[config.mk]
export PLATFORM = sky130hd
export DESIGN_NAME = asn1_time_string_parser
export DESIGN_NICKNAME = d
export VERILOG_FILES = /design/src/hw/rtl/asn1ts_pkg.sv /design/src/hw/rtl/asn1ts_byte_step.sv /design/src/hw/rtl/asn1_time_string_parser.sv
export SDC_FILE = /design/constraint.sdc
export NUM_CORES = 1
export LEC_CHECK = 0
export BUFFER_PORTS_ARGS = -buffer_cell sky130_fd_sc_hd__buf_2
export CORE_AREA = 4 4 145 147
export CTS_CLUSTER_DIAMETER = 200
export DETAILED_ROUTE_END_ITERATION = 8
export DIE_AREA = 0 0 149 151
export PLACE_DENSITY = 0.66
export SLEW_MARGIN = 40
export SYNTH_ARGS = -nofsm -noshare
export SYNTH_HDL_FRONTEND = slang
export SYNTH_HIERARCHICAL = 1
export SYNTH_SLANG_ARGS = --single-unit
[constraint.sdc]
create_clock -name clk -period 7.7 [get_ports clk]
set_clock_uncertainty 0.2 [all_clocks]
set_input_delay 1.155 -clock clk [delete_from_list [all_inputs] [get_ports clk]]
set_output_delay 1.155 -clock clk [all_outputs]
set_load 0.005 [all_outputs]
[src/hw/rtl/asn1ts_pkg.sv]
package asn1ts_pkg;

  localparam logic [4:0] TAG_UTC       = 5'd23;
  localparam logic [4:0] TAG_GEN       = 5'd24;
  localparam logic [4:0] LEN_UTC       = 5'd13;
  localparam logic [4:0] LEN_GEN       = 5'd15;
  localparam logic [4:0] YEAR_LEN_UTC  = 5'd2;
  localparam logic [4:0] YEAR_LEN_GEN  = 5'd4;
  localparam logic [4:0] COUNT_MAX     = 5'd31;
  localparam logic [7:0] CHAR_Z        = 8'h5A;
  localparam logic [7:0] DIGIT_LO      = 8'h30;
  localparam logic [7:0] DIGIT_HI      = 8'h39;
  localparam logic [13:0] CENTURY_SPLIT = 14'd50;
  localparam logic [13:0] CENTURY_19    = 14'd1900;
  localparam logic [13:0] CENTURY_20    = 14'd2000;
  localparam int unsigned NUM_FIELDS    = 5;

  typedef enum logic [1:0] {
    ST_OK     = 2'd0,
    ST_LENGTH = 2'd1,
    ST_CHAR   = 2'd2,
    ST_TAG    = 2'd3
  } status_t;

  typedef struct packed {
    logic [4:0] time_tag;
    logic [7:0] data_byte;
    logic       last_byte;
  } byte_item_t;

  typedef struct packed {
    status_t    status;
    logic [13:0] year;
    logic [6:0] month;
    logic [6:0] day;
    logic [6:0] hour_value;
    logic [6:0] minute_value;
    logic [6:0] second_value;
  } time_result_t;

  typedef struct packed {
    logic [4:0]                  byte_count;
    logic [4:0]                  latched_tag;
    logic                        bad_char_seen;
    logic                        final_was_z;
    logic [13:0]                 year_accum;
    logic [NUM_FIELDS-1:0][6:0]  two_digit_accums;
  } parse_state_t;

endpackage

[src/hw/rtl/asn1ts_byte_step.sv]
module asn1ts_byte_step (
  input  asn1ts_pkg::parse_state_t cur,
  input  asn1ts_pkg::byte_item_t   item,
  output asn1ts_pkg::parse_state_t nxt,
  output asn1ts_pkg::time_result_t result
);

  logic [4:0]  tag;
  logic        known;
  logic        is_gen;
  logic [4:0]  year_len;
  logic [4:0]  full_len;
  logic        is_digit;
  logic [3:0]  digit_val;
  logic        in_digits;
  logic [4:0]  field_off;
  logic [2:0]  field_idx;
  logic [4:0]  count_inc;
  logic [13:0] year_out;
  asn1ts_pkg::parse_state_t upd;
  asn1ts_pkg::status_t      status;

  always_comb begin
    tag       = (cur.byte_count == 5'd0) ? item.time_tag : cur.latched_tag;
    is_gen    = (tag == asn1ts_pkg::TAG_GEN);
    known     = (tag == asn1ts_pkg::TAG_UTC) || is_gen;
    year_len  = is_gen ? asn1ts_pkg::YEAR_LEN_GEN : asn1ts_pkg::YEAR_LEN_UTC;
    full_len  = is_gen ? asn1ts_pkg::LEN_GEN : asn1ts_pkg::LEN_UTC;
    is_digit  = (item.data_byte >= asn1ts_pkg::DIGIT_LO) &&
                (item.data_byte <= asn1ts_pkg::DIGIT_HI);
    // for an ascii digit the value is the low nibble
    digit_val = item.data_byte[3:0];
    in_digits = known && (cur.byte_count < (full_len - 5'd1));
    field_off = cur.byte_count - year_len;
    field_idx = field_off[3:1];
    count_inc = (cur.byte_count != asn1ts_pkg::COUNT_MAX) ?
                (cur.byte_count + 5'd1) : cur.byte_count;

    upd             = cur;
    upd.latched_tag = tag;
    upd.byte_count  = count_inc;
    upd.final_was_z = (item.data_byte == asn1ts_pkg::CHAR_Z);
    if (in_digits) begin
      if (!is_digit) begin
        upd.bad_char_seen = 1'b1;
      end else if (cur.byte_count < year_len) begin
        upd.year_accum = (cur.year_accum << 3) + (cur.year_accum << 1) +
                         {10'd0, digit_val};
      end else begin
        for (int k = 0; k < asn1ts_pkg::NUM_FIELDS; k++) begin
          if (!field_off[4] && (field_idx == 3'(k))) begin
            upd.two_digit_accums[k] = (cur.two_digit_accums[k] << 3) +
                                      (cur.two_digit_accums[k] << 1) +
                                      {3'd0, digit_val};
          end
        end
      end
    end

    priority if (!known) begin
      status = asn1ts_pkg::ST_TAG;
    end else if (upd.byte_count != full_len) begin
      status = asn1ts_pkg::ST_LENGTH;
    end else if (upd.bad_char_seen || !upd.final_was_z) begin
      status = asn1ts_pkg::ST_CHAR;
    end else begin
      status = asn1ts_pkg::ST_OK;
    end

    year_out = upd.year_accum;
    if (tag == asn1ts_pkg::TAG_UTC) begin
      year_out = upd.year_accum + ((upd.year_accum >= asn1ts_pkg::CENTURY_SPLIT) ?
                 asn1ts_pkg::CENTURY_19 : asn1ts_pkg::CENTURY_20);
    end

    result = '0;
    result.status = status;
    if (status == asn1ts_pkg::ST_OK) begin
      result.year         = year_out;
      result.month        = upd.two_digit_accums[0];
      result.day          = upd.two_digit_accums[1];
      result.hour_value   = upd.two_digit_accums[2];
      result.minute_value = upd.two_digit_accums[3];
      result.second_value = upd.two_digit_accums[4];
    end

    // end of string returns all per-string state to reset
    nxt = item.last_byte ? '0 : upd;
  end

endmodule

[src/hw/rtl/asn1_time_string_parser.sv]
// channel | direction | handshake                | payload
// byte    | in        | byte_valid / byte_ready  | byte_data : asn1ts_pkg::byte_item_t
// time    | out       | time_valid / time_ready  | time_data : asn1ts_pkg::time_result_t
//
// one byte per cycle while byte_ready is high; the digit check and multiply-by-ten
// update of the parse state registers are combinational
// the result of a final byte is in the output register in the cycle after the byte is accepted
// rst (synchronous) clears the parse state and empties the output register
// byte_ready drops only while a result waits in the output register and
// time_ready is low
module asn1_time_string_parser (
  input  logic                     clk,
  input  logic                     rst,
  input  logic                     byte_valid,
  output logic                     byte_ready,
  input  asn1ts_pkg::byte_item_t   byte_data,
  output logic                     time_valid,
  input  logic                     time_ready,
  output asn1ts_pkg::time_result_t time_data
);

  asn1ts_pkg::parse_state_t state;
  asn1ts_pkg::parse_state_t state_next;
  asn1ts_pkg::time_result_t result_next;
  logic                     byte_xfer;

  assign byte_ready = !time_valid || time_ready;
  assign byte_xfer  = byte_valid && byte_ready;

  asn1ts_byte_step u_step (
    .cur    (state),
    .item   (byte_data),
    .nxt    (state_next),
    .result (result_next)
  );

  always_ff @(posedge clk) begin
    if (rst) begin
      state <= '0;
    end else if (byte_xfer) begin
      state <= state_next;
    end
  end

  always_ff @(posedge clk) begin
    if (rst) begin
      time_valid <= 1'b0;
    end else if (byte_xfer && byte_data.last_byte) begin
      time_valid <= 1'b1;
    end else if (time_ready) begin
      time_valid <= 1'b0;
    end
  end

  always_ff @(posedge clk) begin
    if (byte_xfer && byte_data.last_byte) begin
      time_data <= result_next;
    end
  end

endmodule

==> results of run 1 <==
-- critical path: stages, from the launching register on --
cell      delay, ns
dfxtp_1        0.35
inv_1          0.13
ha_1           0.19
or4b_4         0.53
a31oi_1        0.57
ha_1           0.26
inv_1          0.06
fa_1           0.42
nor3_1         0.15
and4_1         0.29
a21bo_2        0.34
and2_1         0.21
a21oi_2        0.19
nand3_1        0.09
or4_1          0.54
or4_1          0.48
ha_1           0.31
a21o_1         0.16
a21oi_1        0.22
o21bai_1       0.13
o21ai_1        0.18
a41oi_1        0.21
and4_1         0.27
nor3_1         0.16
-- power groups by stage --
stage          clock network (µW)  registers, µW  logic, µW
6_report                      483            635        105
3_5_place_dp                    0            649        105
2_1_floorplan                   0            651       75.7
3_3_place_gp                    0            649        101
5_1_grt                       514            636        115
4_1_cts                       497            635        105
-- path summary, 6_finish.rpt --
| path | endpoint | startpoint | slack, ns | cells after the start |
|---|---|---|---|---|
| min | state[13] | state[13] | 0.28 | 2 |
| max | time_data[48] | state[57] | 0.91 | 23 |
| max reg2reg | time_data[48] | state[57] | 0.91 | 23 |
| min reg2reg | state[13] | state[13] | 0.28 | 2 |
-- final cells by class --
cell class	instances	area (µm²)	share of cell area (%)
flip-flops and latches	112	2750	30.4
inverters	44	165	1.83
multi-input cells	646	5040	55.8
repair buffers	80	452	5.00
well taps	270	338	3.74
clock buffers	12	236	2.62
clock inverters	4	52.6	0.581
-- metal layers --
metal | share of wire, % | vias to the layer above | track usage [%]
met5 | 0 | - | 0
met4 | 1.5 | 0 | 5.63
met3 | 2.9 | 16 | 2.30
met2 | 47 | 106 | 28.6
met1 | 49 | 2967 | 23.4
li1 | - | 3114 | -
-- sequential cells by signal, summed over array words and instances, names as in the netlist --
signal and count:
state 60, time_data 51, time_valid 1
-- stage by stage --
stage | area (µm²) | total power [µW] | util (%) | worst slack, ns | std cells
4_1_cts | 9040 | 1240 | 45.4 | 0.912 | 1168
5_1_grt | 9040 | 1270 | 45.4 | 0.449 | 1168
6_report | 9040 | 1220 | 45.4 | 0.908 | 1168
3_3_place_gp | 8700 | 750 | 43.7 | 0.634 | 1149
3_5_place_dp | 8750 | 754 | 43.9 | 0.572 | 1152
2_1_floorplan | 8320 | 726 | - | 1.21 | 859
==> run metrics, run 1 <==
Setup Viol. Count Final 0; combinational share of power 8.6%; vias 6,203; Boundary Pins 71; layout cells sized above 1 19.5%; CTS Buffer Depth 2; Initial Util 41.8%; status finished clean; Cell Pwr Density 135 nW/µm²; hold slack 0.280 ns; largest net degree at the start of global routing 122; Max Cap Violations 0; Psw 299 µW; Hold Crit Class reg -> reg; RSZ-0062 raised after global routing false; crit path max fanout 14; Syn Nets 963; wire per inst 16.1 µm; gpl congestion 0.871; Sequential Power Share 51.9%; worst vdd ir 0.101 mV; Slew Viols, Final 0; Relative slew margins 45.5%; router iterations before antenna repair 6; DR iter-0 viols 503; full die area 22,500 µm²; CTS tree done; Clk pwr share 39.5%; initial antenna violation count 0; Vias per Instance 5.31; Detailed Route WL 18,800 µm; required time worst endpoint 7.70 ns; CTS Hold Bufs 0; fillers 1,930; DRC Markers 0; final-report hold violation count 0; Tmin final 6.79 ns; cts bufs inserted 9; Worst Path Arrival 6.79 ns; H-tree depth 3; yosys synthesis warning count 6; gr ovfl total 0; vias in the first global route 6,198; setup TNS 0 ns; internal power 923 µW; n_diodes 0; fmax 0.147 GHz; Root Driver clkbuf_16; die width 149 µm; clock sink count 112; # Post-CTS Setup Buffers 0; Worst Setup Path Type reg -> reg; Die H 151 µm; final period utilization 88.2%; Least-Margin Pin Slew 0.817 ns; most frequent cells in the layout nor2_1, ha_1, buf_2; All-Layer GR Usage 17.2%; first-pass GRT wire length 31,600 µm; sw frac 24.5%; Syn Area/Cell 9.68 µm²; floorplan row count 52; detailed placement HPWL 12,600 µm; Startpoint Class flop; Leakage Power 0.00374 µW; Post-Synthesis Cells 859; Worst Setup End Kind flop; clk_lat worst skew 0.36 ns; Syn-to-layout area delta 8.68%; commonest non-fill, non-tap cell in the layout nor2_1; Core Area 19,900 µm²; post-CTS sizing 0; cell area after synthesis 8320 µm²; Final ANT Viol Nets 0; Port Buffers 70; CTS clock-pin slew for the worst setup and hold paths 0.07 ns; Nets 997
Power figures use the tool's default switching activity.
==> run 2, diff against run 1 <==
--- a/config.mk
+++ b/config.mk
@@ -5,11 +5,12 @@
 export SDC_FILE = /design/constraint.sdc
 export NUM_CORES = 1
 export LEC_CHECK = 0
+export ABC_AREA = 1
 export BUFFER_PORTS_ARGS = -buffer_cell sky130_fd_sc_hd__buf_2
-export CORE_AREA = 4 4 145 147
+export CORE_AREA = 4 4 148 150
 export CTS_CLUSTER_DIAMETER = 200
 export DETAILED_ROUTE_END_ITERATION = 8
-export DIE_AREA = 0 0 149 151
+export DIE_AREA = 0 0 152 154
 export PLACE_DENSITY = 0.66
 export SLEW_MARGIN = 40
 export SYNTH_ARGS = -nofsm -noshare
==> run metrics, run 2 <==
Die H 154 µm (+2.0%); wire per inst 13.0 µm (-20%); Max Cap Violations 0 (unchanged); Root Driver clkbuf_16; Hold Crit Class reg -> reg; gr ovfl total 0 (unchanged); Cell Pwr Density 159 nW/µm² (+17%); Least-Margin Pin Slew 0.804 ns (-0.0125 ns); Util after Layout 45.4% (about the same); reg-to-reg startpoint state[57]; n_diodes 0 (unchanged); Initial Util 42.1% (+0.33 points); layout cells sized above 1 17.2% (-2.3 points); Tmin final 5.58 ns (-1.21 ns); Top cell by count, worst path inv_1; Syn-to-layout area delta 7.73%; Nets 1,273 (+28%); top flop regs state: 60 flops, time_data: 51 flops, time_valid: 1 flops; gpl congestion 0.877 (+0.65%); fmax 0.179 GHz (+22%); Relative slew margins 46.4% (+0.83 points); commonest non-fill, non-tap cell in the layout nor2_1; post-CTS sizing 0 (unchanged); vias in the first global route 6,626 (+6.9%); Setup Viol. Count Final 0 (unchanged); capturing point of the worst reg2reg path time_data[47]; router iterations before antenna repair 7 (+1); CTS Buffer Depth 2 (unchanged); Critical Path End time_data[47]; All-Layer GR Usage 16.1% (-1.1 points); crit path max fanout 11 (-3); CTS clock-pin slew for the worst setup and hold paths 0.08 ns (about the same); most frequent cells in the layout nor2_1, nand2_1, inv_1; die width 152 µm (+2.0%); CTS tree done; Worst Path Arrival 5.50 ns (-1.29 ns); Final ANT Viol Nets 0 (unchanged); Min-Delay Startpoint state[34]; initial antenna violation count 0 (unchanged); clock sink count 112 (unchanged); Syn Nets 1,236 (+28%); Post-Synthesis Cells 1,132 (+32%); setup TNS 0 ns (unchanged); register-to-register setup slack 2.12 ns (+1.21 ns); full die area 23,400 µm² (+4.0%); Reg with most FFs state; CTS Hold Bufs 0 (unchanged); floorplan row count 53 (+1.9%); first-pass GRT wire length 32,100 µm (+1.6%); status finished clean; clk_lat worst skew 0.36 ns (about the same); Detailed Route WL 18,800 µm (-0.19%); cts bufs inserted 9 (unchanged); Syn Area/Cell 7.70 µm² (-21%); H-tree depth 3 (unchanged); Vias per Instance 4.84 (-8.9%); final-report hold violation count 0 (unchanged); Leakage Power 0.00437 µW (+17%); final period utilization 72.5% (-16 points); yosys synthesis warning count 6 (unchanged); Port Buffers 70 (unchanged); Worst Setup End Kind flop; # Post-CTS Setup Buffers 0 (unchanged); RSZ-0062 raised after global routing false; largest net degree at the start of global routing 79 (-35%); Worst Setup Path Type reg -> reg; Slew Viols, Final 0 (unchanged); crit path launch state[57]; CP peak stage delay 0.38 ns (-0.19 ns); Slowest-stage cell, CP fa_1; cell area after synthesis 8710 µm² (+4.7%); Core Area 20,700 µm² (+3.9%); Boundary Pins 71 (unchanged); R2R depth 37 (+61%); detailed placement HPWL 12,900 µm (+2.5%); worst vdd ir 0.0975 mV (-3.1%); DRC Markers 0 (unchanged); DR iter-0 viols 410 (-18%); required time worst endpoint 7.62 ns (-0.08 ns); Startpoint Class flop; vias 7,014 (+13%); max reg flops 60 (unchanged)
[run 2: worst min-delay path by stage]
stage                      endpoint  slack, ns  cells past startpoint
after floorplan           state[34]       0.25                      2
after global placement    state[34]       0.26                      2
after detailed placement  state[34]       0.26                      2
after CTS                 state[34]       0.28                      2
after global routing      state[34]       0.30                      2
final                     state[34]       0.28                      2
[run 2: report_power, final]
group / total [µW] / internal, µW / switching (µW)
Sequential: 675 / 647 / 28.5
Clock: 470 / 235 / 235
Combinational: 346 / 134 / 212
[run 2: metal layers]
metal  GRT usage, %  up-vias  routed length (µm)
met5              0        -                   0
met4           3.51        0                 161
met3           3.01       12                 776
met2           26.8      100                8630
met1           22.0     3216                9240
li1               -     3686                   -
[run 2: stage by stage]
step	hold slack (ns)	cell area, µm²	power [µW]	cells	setup WS (ns)
2_1_floorplan	0.246	8710	967	1132	2.57
3_3_place_gp	0.258	9080	1030	1433	1.92
3_5_place_dp	0.263	9090	1040	1433	1.83
4_1_cts	0.282	9380	1510	1449	2.09
5_1_grt	0.300	9390	1590	1449	1.57
6_report	0.282	9390	1490	1449	2.12
[run 2: layout make-up]
| cell class | count | area (µm²) |
|---|---|---|
| Multi-Input combinational cell | 802 | 4970 |
| Fill cell | 2128 | 11300 |
| Inverter | 169 | 639 |
| Sequential cell | 112 | 2750 |
| Clock inverter | 5 | 46.3 |
| Clock buffer | 11 | 243 |
| Timing Repair Buffer | 75 | 394 |
| Tap cell | 275 | 344 |
[run 2: worst max-delay path, delay by kind of cell, from the launching register on]
family / cells / cell delay (ns)
flops: 1 / 0.34
fa+ha+maj: 5 / 1.12
compound gates: 3 / 0.43
buf+inv: 9 / 0.87
simple gates: 20 / 2.39
==> run 3, diff against run 2 <==
--- a/config.mk
+++ b/config.mk
@@ -11,7 +11,7 @@
 export CTS_CLUSTER_DIAMETER = 200
 export DETAILED_ROUTE_END_ITERATION = 8
 export DIE_AREA = 0 0 152 154
-export PLACE_DENSITY = 0.66
+export PLACE_DENSITY = 0.68
 export SLEW_MARGIN = 40
 export SYNTH_ARGS = -nofsm -noshare
 export SYNTH_HDL_FRONTEND = slang
==> constraint.sdc (replaced) <==
create_clock -name clk -period 5 [get_ports clk]
set_clock_uncertainty 0.2 [all_clocks]
set_input_delay 0.75 -clock clk [delete_from_list [all_inputs] [get_ports clk]]
set_output_delay 0.75 -clock clk [all_outputs]
set_load 0.005 [all_outputs]
==> run metrics, run 3 (same netlist as run 2, synthesis figures left out) <==
vias in the first global route 7,002 (+5.7%); top flop regs state: 60 flops, time_data: 51 flops, time_valid: 1 flops; Slowest-stage cell, CP fa_2; Detailed Route WL 20,200 µm (+7.6%); vias 7,366 (+5.0%); Reg with most FFs state; Root Driver clkbuf_16; commonest non-fill, non-tap cell in the layout nor2_1; Syn-to-layout area delta 13.3%; Crit path buffers/inverters 7 (-2); Final ANT Viol Nets 0 (unchanged); detailed placement HPWL 14,000 µm (+8.4%); first-pass GRT wire length 33,100 µm (+3.1%); max reg flops 60 (unchanged); Cell Pwr Density 239 nW/µm² (+50%); Max Used Layer met4; CTS tree done; Util after Layout 47.7% (+2.4 points); fillers 2,042 (-4.0%); cts bufs inserted 9 (unchanged); routed wl met3 879 µm (+13%); H-tree depth 3 (unchanged); Seq. cell area 2760 µm² (about the same); Top cell by count, worst path inv_2; Relative slew margins 47.0% (+0.60 points); setup TNS 0 ns (unchanged); Hold Crit Class reg -> reg; met2 WL post-DR 9660 µm (+12%); Max Cap Violations 0 (unchanged); floorplan row count 53 (unchanged); Port Buffers 70 (unchanged); Die H 154 µm (unchanged); DRC Markers 0 (unchanged); Startpoint Class flop; Least-Margin Pin Slew 0.795 ns (-0.00898 ns); Core Area 20,700 µm² (unchanged); fmax 0.210 GHz (+17%); most frequent cells in the layout nor2_1, nand2_1, inv_1; worst vdd ir 0.138 mV (+42%); final-report hold violation count 0 (unchanged); gr ovfl total 0 (unchanged); die width 152 µm (unchanged); Leakage Power 0.00458 µW (+4.8%); crit path max fanout 7 (-4); Boundary Pins 71 (unchanged); All-Layer GR Usage 16.8% (+0.63 points); final period utilization 95.2% (+23 points); full die area 23,400 µm² (unchanged); Slew Viols, Final 0 (unchanged); largest net degree at the start of global routing 80 (+1.3%); M1 WL 9260 µm (+0.22%); Worst Setup End Kind flop; dpl cells 1,465 (+2.2%); wire per inst 13.5 µm (+4.3%); Setup Viol. Count Final 0 (unchanged); Tmin final 4.76 ns (-0.819 ns); fin cells 1,494 (+3.1%); gpl congestion 0.884 (+0.83%); router iterations before antenna repair 5 (-2); clock sink count 112 (unchanged); initial antenna violation count 0 (unchanged); required time worst endpoint 4.93 ns (-2.69 ns); hold slack 0.281 ns (-0.000903 ns); Nets 1,318 (+3.5%); Worst Setup Path Type reg -> reg; DR iter-0 viols 444 (+8.3%); status finished clean; layout cells sized above 1 22.8% (+5.6 points); n_diodes 0 (unchanged); clk_lat worst skew 0.36 ns (about the same); Vias per Instance 4.93 (+1.9%); multi-input logic area 5110 µm² (+2.9%); Initial Util 42.1% (unchanged); critical path's top delay family simple AND/OR/NAND/NOR gates; CP peak stage delay 0.36 ns (-0.02 ns); CTS clock-pin slew for the worst setup and hold paths 0.08 ns (about the same); Worst Path Arrival 4.69 ns (-0.81 ns); CTS Hold Bufs 0 (unchanged); RSZ-0062 raised after global routing true; CTS Buffer Depth 2 (unchanged)
[run 3: metrics by stage]
step	power (µW)	setup WS [ns]	instance area, µm²
2_1_floorplan	1490	0.189	8710
3_3_place_gp	1610	0.110	9330
3_5_place_dp	1620	0.0390	9330
4_1_cts	2330	0.0419	9610
5_1_grt	2500	-0.0839	9870
6_report	2360	0.239	9870
[run 3: what timing repair did]
item                       in CTS  in global routing
setup endpoints to repair       0                 11
gates resized for setup         0                 46
hold endpoints to repair        0                  0
buffers inserted                0                 13
[run 3: area by class of cell]
type	count	area share (%)
inverters	169	6.53
clock inverters	7	0.558
clock buffers	9	2.28
multi-input cells	802	51.8
repair buffers	120	7.49
well taps	275	3.48
flip-flops and latches	112	27.9
[run 3: report_power, final]
group          leakage (µW)  internal (µW)  switching (µW)  total [µW]
Combinational       0.00341            256             361         616
Clock              0.000139            344             360         704
Sequential          0.00103            996            39.6        1040
Total               0.00458           1600             760        2360
[run 3: routing by layer]
layer	vias to the layer above	track usage [%]
met4	0	6.59
met5	-	0
met3	31	2.48
li1	3780	-
met1	3411	21.5
met2	144	28.6
[run 3: final timing paths]
kind / start / end / slack (ns) / cells past startpoint
hold reg to reg: state[34] / state[34] / 0.28 / 2
hold / removal: state[34] / state[34] / 0.28 / 2
setup / recovery: state[56] / time_data[47] / 0.24 / 38
setup reg to reg: state[56] / time_data[47] / 0.24 / 38
[run 3: worst register-to-register path: cells and delay by family (launching register included)]
kind                       cells  cell delay (ns)
and+or+nand+nor               24             2.35
DFF                            1             0.33
adders and majority gates      5             1.13
AOI/OAI and AO/OA              2             0.15
buffers and inverters          7             0.35
